File: src/rtl/kft_pkg.sv
// Package for the two-axis tilt filter: widths, reset values, register indexes,
// datapath opcodes, the per-axis micro-program and the saturation helper.
// No dependencies.
package kft_pkg;

    localparam int DATA_W       = 32;
    localparam int FRAC_BITS    = 16;
    localparam int WINDOW_DEPTH = 8;    // power of two, mean is a shift
    localparam int SLOT_W       = $clog2(WINDOW_DEPTH);
    localparam int SUM_W        = DATA_W + SLOT_W + 1;
    localparam int CFG_W        = 24;
    localparam int DT_W         = 16;
    localparam int DIV_NUM_W    = DATA_W + FRAC_BITS;
    localparam int DIV_CNT_W    = $clog2(DIV_NUM_W + 1);
    localparam int PROG_LEN     = 30;
    localparam int PC_W         = $clog2(PROG_LEN);

    localparam logic signed [DATA_W-1:0] COV_INIT =
        DATA_W'(100 * (64'sd1 <<< FRAC_BITS));
    localparam logic [CFG_W-1:0] QA_INIT = CFG_W'(((64'd1 << FRAC_BITS) + 5) / 10);
    localparam logic [CFG_W-1:0] QB_INIT = CFG_W'(((64'd1 << FRAC_BITS) + 500) / 1000);
    localparam logic [CFG_W-1:0] RM_INIT = CFG_W'(((64'd1 << FRAC_BITS) + 5) / 10);

    localparam logic [1:0] CFG_Q_ANGLE   = 2'd0;
    localparam logic [1:0] CFG_Q_BIAS    = 2'd1;
    localparam logic [1:0] CFG_R_MEASURE = 2'd2;

    typedef enum logic [1:0] {OP_ADD, OP_SUB, OP_MUL, OP_DIV} op_t;

    typedef enum logic [4:0] {
        S_ANG, S_BIAS, S_P0, S_P1, S_P2, S_P3,
        S_T, S_U, S_V, S_Y, S_S, S_K0, S_K1, S_RATE,
        S_MEAS, S_GYRO, S_DT, S_QA, S_QB, S_RM
    } sel_t;

    typedef struct packed {
        op_t  op;
        sel_t dst;
        sel_t a;
        sel_t b;
    } micro_t;

    typedef struct packed {
        logic   load;
        logic   issue;
        logic   win;
        logic   axis;
        micro_t uop;
    } dp_cmd_t;

    typedef struct packed {
        logic done;
    } dp_stat_t;

    function automatic micro_t mk(input op_t op, input sel_t d, input sel_t a, input sel_t b);
        micro_t m;
        m.op  = op;
        m.dst = d;
        m.a   = a;
        m.b   = b;
        return m;
    endfunction

    // predict, then correct; U and V hold K1*P00 and K1*P01
    function automatic micro_t prog_step(input logic [PC_W-1:0] pc);
        micro_t m;
        case (pc)
            PC_W'(0):  m = mk(OP_SUB, S_RATE, S_GYRO, S_BIAS);
            PC_W'(1):  m = mk(OP_MUL, S_T,    S_DT,   S_RATE);
            PC_W'(2):  m = mk(OP_ADD, S_ANG,  S_ANG,  S_T);
            PC_W'(3):  m = mk(OP_MUL, S_T,    S_DT,   S_P3);
            PC_W'(4):  m = mk(OP_SUB, S_T,    S_T,    S_P1);
            PC_W'(5):  m = mk(OP_SUB, S_T,    S_T,    S_P2);
            PC_W'(6):  m = mk(OP_ADD, S_T,    S_T,    S_QA);
            PC_W'(7):  m = mk(OP_MUL, S_T,    S_DT,   S_T);
            PC_W'(8):  m = mk(OP_ADD, S_P0,   S_P0,   S_T);
            PC_W'(9):  m = mk(OP_MUL, S_T,    S_DT,   S_P3);
            PC_W'(10): m = mk(OP_SUB, S_P1,   S_P1,   S_T);
            PC_W'(11): m = mk(OP_SUB, S_P2,   S_P2,   S_T);
            PC_W'(12): m = mk(OP_MUL, S_T,    S_QB,   S_DT);
            PC_W'(13): m = mk(OP_ADD, S_P3,   S_P3,   S_T);
            PC_W'(14): m = mk(OP_SUB, S_Y,    S_MEAS, S_ANG);
            PC_W'(15): m = mk(OP_ADD, S_S,    S_P0,   S_RM);
            PC_W'(16): m = mk(OP_DIV, S_K0,   S_P0,   S_S);
            PC_W'(17): m = mk(OP_DIV, S_K1,   S_P2,   S_S);
            PC_W'(18): m = mk(OP_MUL, S_T,    S_K0,   S_Y);
            PC_W'(19): m = mk(OP_ADD, S_ANG,  S_ANG,  S_T);
            PC_W'(20): m = mk(OP_MUL, S_T,    S_K1,   S_Y);
            PC_W'(21): m = mk(OP_ADD, S_BIAS, S_BIAS, S_T);
            PC_W'(22): m = mk(OP_MUL, S_U,    S_K1,   S_P0);
            PC_W'(23): m = mk(OP_MUL, S_T,    S_K0,   S_P0);
            PC_W'(24): m = mk(OP_SUB, S_P0,   S_P0,   S_T);
            PC_W'(25): m = mk(OP_SUB, S_P2,   S_P2,   S_U);
            PC_W'(26): m = mk(OP_MUL, S_V,    S_K1,   S_P1);
            PC_W'(27): m = mk(OP_MUL, S_T,    S_K0,   S_P1);
            PC_W'(28): m = mk(OP_SUB, S_P1,   S_P1,   S_T);
            PC_W'(29): m = mk(OP_SUB, S_P3,   S_P3,   S_V);
            default:   m = mk(OP_ADD, S_T,    S_T,    S_T);
        endcase
        return m;
    endfunction

    function automatic logic signed [DATA_W-1:0] sat32(input logic signed [63:0] v);
        logic signed [DATA_W-1:0] r;
        if (v > 64'sh7FFF_FFFF)
            r = {1'b0, {(DATA_W-1){1'b1}}};
        else if (v < -64'sh8000_0000)
            r = {1'b1, {(DATA_W-1){1'b0}}};
        else
            r = v[DATA_W-1:0];
        return r;
    endfunction

endpackage

File: src/rtl/kft_ctrl.sv
// Sequencer for the tilt filter: walks the micro-program once per axis,
// then updates the window and hands the result to the output register.
// Depends on kft_pkg.
module kft_ctrl (
    input  logic              clk,
    input  logic              rst_n,
    input  logic              in_valid,
    output logic              in_ready,
    output logic              out_valid,
    input  logic              out_ready,
    output kft_pkg::dp_cmd_t  cmd,
    input  kft_pkg::dp_stat_t stat
);
    import kft_pkg::*;

    typedef enum logic [3:0] {
        ST_IDLE  = 4'b0001,
        ST_ISSUE = 4'b0010,
        ST_WAIT  = 4'b0100,
        ST_WIN   = 4'b1000
    } state_t;

    state_t            state_reg, state_next;
    logic [PC_W-1:0]   pc_reg, pc_next;
    logic              axis_reg, axis_next;
    logic              out_valid_reg, out_valid_next;
    micro_t            uop;
    logic              step_done;
    logic              out_free;

    assign uop       = prog_step(pc_reg);
    assign in_ready  = (state_reg == ST_IDLE);
    assign out_valid = out_valid_reg;
    assign out_free  = !out_valid_reg || out_ready;

    always_comb
    begin
        step_done = 1'b0;
        case (state_reg)
            ST_ISSUE: step_done = (uop.op == OP_ADD) || (uop.op == OP_SUB);
            ST_WAIT:  step_done = stat.done;
            default:  step_done = 1'b0;
        endcase
    end

    always_comb
    begin
        state_next     = state_reg;
        pc_next        = pc_reg;
        axis_next      = axis_reg;
        out_valid_next = out_valid_reg && !out_ready;
        case (state_reg)
            ST_IDLE:
            begin
                if (in_valid)
                begin
                    state_next = ST_ISSUE;
                    pc_next    = '0;
                    axis_next  = 1'b0;
                end
            end
            ST_ISSUE:
            begin
                if (!step_done)
                    state_next = ST_WAIT;
            end
            ST_WAIT:
            begin
                if (step_done)
                    state_next = ST_ISSUE;
            end
            ST_WIN:
            begin
                if (out_free)
                begin
                    state_next     = ST_IDLE;
                    out_valid_next = 1'b1;
                end
            end
            default: state_next = ST_IDLE;
        endcase
        if (step_done)
        begin
            if (pc_reg == PC_W'(PROG_LEN - 1))
            begin
                pc_next = '0;
                if (axis_reg)
                    state_next = ST_WIN;
                else
                begin
                    axis_next  = 1'b1;
                    state_next = ST_ISSUE;
                end
            end
            else
            begin
                pc_next    = pc_reg + PC_W'(1);
                state_next = ST_ISSUE;
            end
        end
    end

    always_comb
    begin
        cmd.load  = (state_reg == ST_IDLE) && in_valid;
        cmd.issue = (state_reg == ST_ISSUE);
        cmd.win   = (state_reg == ST_WIN) && out_free;
        cmd.axis  = axis_reg;
        cmd.uop   = uop;
    end

    always_ff @(posedge clk or negedge rst_n)
    begin
        if (!rst_n)
        begin
            state_reg     <= ST_IDLE;
            pc_reg        <= '0;
            axis_reg      <= 1'b0;
            out_valid_reg <= 1'b0;
        end
        else
        begin
            state_reg     <= state_next;
            pc_reg        <= pc_next;
            axis_reg      <= axis_next;
            out_valid_reg <= out_valid_next;
        end
    end

endmodule

File: config.mk
export PLATFORM = sky130hd
export DESIGN_NAME = kft_ctrl
export DESIGN_NICKNAME = d
export VERILOG_FILES = /design/src/rtl/kft_pkg.sv /design/src/rtl/kft_ctrl.sv
export SDC_FILE = /design/constraint.sdc
export NUM_CORES = 1
export LEC_CHECK = 0
export BUFFER_PORTS_ARGS = -buffer_cell sky130_fd_sc_hd__buf_2
export CAP_MARGIN = 10
export CELL_PAD_IN_SITES_DETAIL_PLACEMENT = 0
export CELL_PAD_IN_SITES_GLOBAL_PLACEMENT = 1
export CORE_MARGIN = 2
export CORE_UTILIZATION = 43
export DETAILED_ROUTE_END_ITERATION = 12
export HOLD_SLACK_MARGIN = 0.12
export PLACE_DENSITY_LB_ADDON = 0.1
export SYNTH_ARGS = -nofsm -noshare
export SYNTH_HDL_FRONTEND = slang
export SYNTH_SLANG_ARGS = --single-unit
export TNS_END_PERCENT = 10
File: constraint.sdc
create_clock -name clk -period 5.19 [get_ports clk]
set_input_delay 0.519 -clock clk [delete_from_list [all_inputs] [get_ports clk]]
set_output_delay 0.519 -clock clk [all_outputs]
set_load 0.01 [all_outputs]
==> impl_metrics.prom <==
# TYPE chip_impl_metric gauge
chip_impl_metric{name="postSynthNetCount",unit=""} 221
chip_impl_metric{name="n_antenna_cell",unit=""} 0
chip_impl_metric{name="grt_antenna_before_repair",unit=""} 0
chip_impl_metric{name="mappedNetlistArea",unit="sq um"} 1521
chip_impl_metric{name="cts-resized-gates",unit=""} 0
chip_impl_metric{name="min_period_over_period",unit=""} 0.5483
chip_impl_metric{name="tns",unit="ns"} 0
chip_impl_metric{name="placementRows",unit=""} 21
chip_impl_metric{name="initial_utilization",unit=""} 0.4524
chip_impl_metric{name="dieArea",unit="sq um"} 4030
chip_impl_metric{name="grt_pass1_vias",unit=""} 1480
chip_impl_metric{name="io_pins",unit=""} 28
chip_impl_metric{name="peakVddDrop",unit="mV"} 0.2104
chip_impl_info{name="layout_commonest_cell",value="sky130_fd_sc_hd__buf_2"} 1
chip_impl_metric{name="multi_input_comb_area",unit="sq um"} 1110
chip_impl_metric{name="number_of_buffers_added_by_the_clock_tree_synthesis_step",unit=""} 3
chip_impl_metric{name="core_area",unit="sq um"} 3363
chip_impl_metric{name="route.detailed.drc",unit=""} 0
chip_impl_info{name="tritoncts",value="yes"} 1
chip_impl_info{name="leading_post_synthesis_cells_by_cell_area",value="sky130_fd_sc_hd__dfrtp_1 (16%), sky130_fd_sc_hd__ha_1 (6.6%), sky130_fd_sc_hd__a21oi_1 (6.3%), sky130_fd_sc_hd__nand2_1 (6.2%), sky130_fd_sc_hd__nor2_1 (4.9%)"} 1
chip_impl_metric{name="leakage_component_of_the_power",unit="nW"} 0.7722
chip_impl_info{name="clockRootBuffer",value="sky130_fd_sc_hd__clkbuf_4"} 1
chip_impl_metric{name="total_switching_power",unit="W"} 0.0003879
chip_impl_metric{name="dieHeight",unit="um"} 63.49
chip_impl_metric{name="yosys.cell_types.count",unit=""} 56
chip_impl_metric{name="insertion_delay_of_the_later_clocked_pin_in_the_worst_skew_pair",unit="ns"} 0.27
chip_impl_metric{name="power_frac_comb",unit=""} 0.722
chip_impl_metric{name="ys.warnings.count",unit=""} 0
chip_impl_metric{name="power.density",unit="nW/um^2"} 449.0
chip_impl_metric{name="p_sw_frac",unit=""} 0.5184
chip_impl_info{name="dominantRegCellSynth",value="sky130_fd_sc_hd__dfrtp_1"} 1
chip_impl_metric{name="final_layout_size_suffix_gt1_frac",unit=""} 0.1810
chip_impl_metric{name="fillerInstances",unit=""} 370
chip_impl_metric{name="hold_violations",unit=""} 0
chip_impl_metric{name="ctsHoldBuffers",unit=""} 1
chip_impl_metric{name="wl_met1",unit="um"} 1841
chip_impl_metric{name="share_seq_of_total_power",unit=""} 0.198
chip_impl_metric{name="cts_htree_levels",unit=""} 1
chip_impl_metric{name="ant_nets",unit=""} 0
chip_impl_metric{name="clockBufferDepth",unit=""} 2
chip_impl_metric{name="final.setup_skew",unit="ns"} 0.001634
chip_impl_metric{name="syn_inst",unit=""} 208
chip_impl_metric{name="cp_data_arrival_time",unit="ns"} 2.33
chip_impl_metric{name="post-dp-hpwl",unit="um"} 3090
chip_impl_info{name="min_delay_worst_endpoint",value="axis_reg"} 1
chip_impl_metric{name="synth-seq-cells",unit=""} 11
chip_impl_metric{name="final.min_clock_period",unit="ns"} 2.846
chip_impl_info{name="status",value="finished clean"} 1
chip_impl_info{name="top_layer",value="met4"} 1
chip_impl_metric{name="clock_sink_count",unit=""} 11
chip_impl_metric{name="globalRouteOverflowTotal",unit=""} 0
chip_impl_metric{name="synth-edff-count",unit=""} 0
chip_impl_metric{name="final-setup-viol-count",unit=""} 0
chip_impl_metric{name="detail_route.iter0.violations",unit=""} 93
chip_impl_metric{name="syn2layout_area_growth",unit="%"} 9.540
chip_impl_info{name="yosys.area.top_type",value="sky130_fd_sc_hd__dfrtp_1"} 1
chip_impl_info{name="setup_cp_type",value="register to output port"} 1
chip_impl_info{name="rsz_0062_raised_after_global_routing",value="false"} 1
chip_impl_metric{name="proportion_of_netlist_area_held_by_the_largest_area_contributor",unit=""} 0.1645
chip_impl_metric{name="timing.hold.ws",unit="ns"} 0.5523
chip_impl_metric{name="worst-slew-pin-transition",unit="ns"} 0.9657
chip_impl_info{name="crit_path_end_kind",value="output port"} 1
chip_impl_metric{name="syn-mean-instance-area",unit="sq um"} 7.315
chip_impl_metric{name="timing.max_slew.rel_slack",unit=""} 0.3562
chip_impl_metric{name="wire_per_inst",unit="um"} 16.03
chip_impl_metric{name="drv_slew",unit=""} 0
chip_impl_metric{name="synth_async_sr_flop_share",unit=""} 1.000
chip_impl_metric{name="power.internal",unit="W"} 0.0003604
chip_impl_info{name="regToRegStartpoint",value="pc_reg[1]"} 1
chip_impl_info{name="hold_path_startpoint",value="axis_reg"} 1
chip_impl_metric{name="timing.max_cap.violations",unit=""} 0
chip_impl_metric{name="post-cts-setup-buffer-count",unit=""} 0
chip_impl_metric{name="avg_vias_per_cell",unit=""} 5.940
chip_impl_metric{name="ff_latch_area",unit="sq um"} 276.5
chip_impl_metric{name="whs_path_depth",unit=""} 1
chip_impl_metric{name="grt_pass1_wl",unit="um"} 7010
chip_impl_info{name="hold_path_class",value="register to register"} 1
chip_impl_metric{name="rr_worst_depth",unit=""} 7
chip_impl_metric{name="synth_seq_area_share",unit=""} 0.1817
chip_impl_metric{name="drtPass1Iterations",unit=""} 7
chip_impl_metric{name="gp_congestion",unit=""} 0.8415
chip_impl_metric{name="timing.critical_path.required",unit="ns"} 4.67
chip_impl_metric{name="achievable-frequency",unit="MHz"} 351.4
chip_impl_info{name="most_frequent_cells_in_the_layout",value="sky130_fd_sc_hd__buf_2 (26), sky130_fd_sc_hd__nand2_1 (25), sky130_fd_sc_hd__nor2_1 (20)"} 1
chip_impl_metric{name="met2_length",unit="um"} 2049
chip_impl_metric{name="die_width",unit="um"} 63.49
chip_impl_metric{name="groute.usage.overall",unit=""} 0.2136
chip_impl_metric{name="path_clk_slew",unit="ns"} 0.07
chip_impl_metric{name="r2r_setup_slack",unit="ns"} 2.54
chip_impl_metric{name="power.clock.fraction",unit=""} 0.080
chip_impl_info{name="rr_endpoint",value="pc_reg[3]"} 1
chip_impl_metric{name="layout.nets",unit=""} 235
chip_impl_metric{name="routed_wl",unit="um"} 4280
chip_impl_info{name="critical_path.startpoint_type",value="register"} 1
chip_impl_metric{name="largest_reg_flops",unit=""} 5
chip_impl_metric{name="met3RoutedLength",unit="um"} 349
chip_impl_metric{name="number_of_vias_in_the_routed_layout",unit=""} 1586
chip_impl_metric{name="grt_max_degree",unit=""} 54
chip_impl_metric{name="critical_path.max_fanout",unit=""} 12
chip_impl_metric{name="finish.utilization",unit=""} 0.4955
chip_impl_metric{name="port_buffers",unit=""} 26
## worst max-delay path by stage
stage              start         to  slack, ns  cells after the start
6_report       pc_reg[0]     cmd[1]       2.34                      7
4_1_cts        pc_reg[0]     cmd[1]       2.35                      7
3_3_place_gp   pc_reg[1]  pc_reg[3]       2.61                      7
2_1_floorplan  pc_reg[1]  pc_reg[2]       2.82                      9
5_1_grt        pc_reg[0]     cmd[1]       2.18                      7
3_5_place_dp   pc_reg[1]  pc_reg[3]       2.61                      7
## Yosys cell counts, types with 2 or more instances
library cell / n
sky130_fd_sc_hd__a211o_1: 3
sky130_fd_sc_hd__a211oi_1: 6
sky130_fd_sc_hd__a21oi_1: 19
sky130_fd_sc_hd__a22o_1: 3
sky130_fd_sc_hd__a31oi_1: 3
sky130_fd_sc_hd__and2_1: 2
sky130_fd_sc_hd__and4_1: 2
sky130_fd_sc_hd__buf_1: 5
sky130_fd_sc_hd__buf_2: 3
sky130_fd_sc_hd__buf_4: 2
sky130_fd_sc_hd__clkbuf_1: 9
sky130_fd_sc_hd__dfrtp_1: 10
sky130_fd_sc_hd__ha_1: 8
sky130_fd_sc_hd__inv_1: 11
sky130_fd_sc_hd__mux2_2: 2
sky130_fd_sc_hd__mux2i_1: 4
sky130_fd_sc_hd__nand2_1: 25
sky130_fd_sc_hd__nand2b_1: 2
sky130_fd_sc_hd__nand3_1: 7
sky130_fd_sc_hd__nor2_1: 20
sky130_fd_sc_hd__nor2b_1: 7
sky130_fd_sc_hd__nor3_1: 2
sky130_fd_sc_hd__o211ai_1: 3
sky130_fd_sc_hd__o21ai_0: 15
sky130_fd_sc_hd__o221ai_1: 2
sky130_fd_sc_hd__o32ai_1: 2
sky130_fd_sc_hd__xnor2_1: 2
## layout make-up
| cell class | instances | share of cell area |
|---|---|---|
| Inverter | 11 | 0.02477 |
| Timing Repair Buffer | 29 | 0.09309 |
| Tap cell | 46 | 0.03453 |
| Clock buffer | 4 | 0.01577 |
| Sequential cell | 11 | 0.1659 |
| Multi-Input combinational cell | 166 | 0.6659 |
## layer usage
metal | vias to the layer above | global-route usage
li1 | 777 | -
met1 | 730 | 0.2826
met2 | 71 | 0.3500
met3 | 8 | 0.05536
met4 | 0 | 0.04348
met5 | - | 0
## stage by stage
stage / cells / instance area (sq um) / total power (W) / setup WS (ns)
2_1_floorplan: 208 / 1521 / 0.0005148 / 2.820
3_3_place_gp: 262 / 1630 / 0.0006860 / 2.606
3_5_place_dp: 262 / 1630 / 0.0006845 / 2.609
4_1_cts: 267 / 1667 / 0.0007486 / 2.346
5_1_grt: 267 / 1667 / 0.0008073 / 2.177
6_report: 267 / 1667 / 0.0007482 / 2.344
## power groups by stage
stage | clock network (W) | registers [W] | logic (W)
3_5_place_dp | 0 | 0.000148 | 0.000536
2_1_floorplan | 0 | 0.000128 | 0.000386
6_report | 0.0000599 | 0.000148 | 0.000540
4_1_cts | 0.0000622 | 0.000147 | 0.000540
5_1_grt | 0.0000655 | 0.000151 | 0.000591
3_3_place_gp | 0 | 0.000146 | 0.000540
## logic make-up after synthesis
| kind of cell | after synthesis | share of synthesized area |
|---|---|---|
| and+or+nand+nor | 75 | 0.2558 |
| AOI/OAI and AO/OA | 72 | 0.3372 |
| buffers and inverters | 31 | 0.08881 |
| DFF | 11 | 0.1817 |
| adders and majority gates | 8 | 0.06579 |
| muxes | 7 | 0.05098 |
| xor gates and xnor gates | 3 | 0.01727 |
| other | 1 | 0.002465 |
## critical path, stage by stage (launching register included)
cell	delay [ns]
sky130_fd_sc_hd__dfrtp_1	0.59
sky130_fd_sc_hd__inv_1	0.24
sky130_fd_sc_hd__ha_1	0.45
sky130_fd_sc_hd__nor2b_1	0.20
sky130_fd_sc_hd__a21oi_1	0.07
sky130_fd_sc_hd__a211oi_1	0.24
sky130_fd_sc_hd__a21oi_1	0.06
sky130_fd_sc_hd__buf_2	0.19
(Power assumes the default switching activity.)
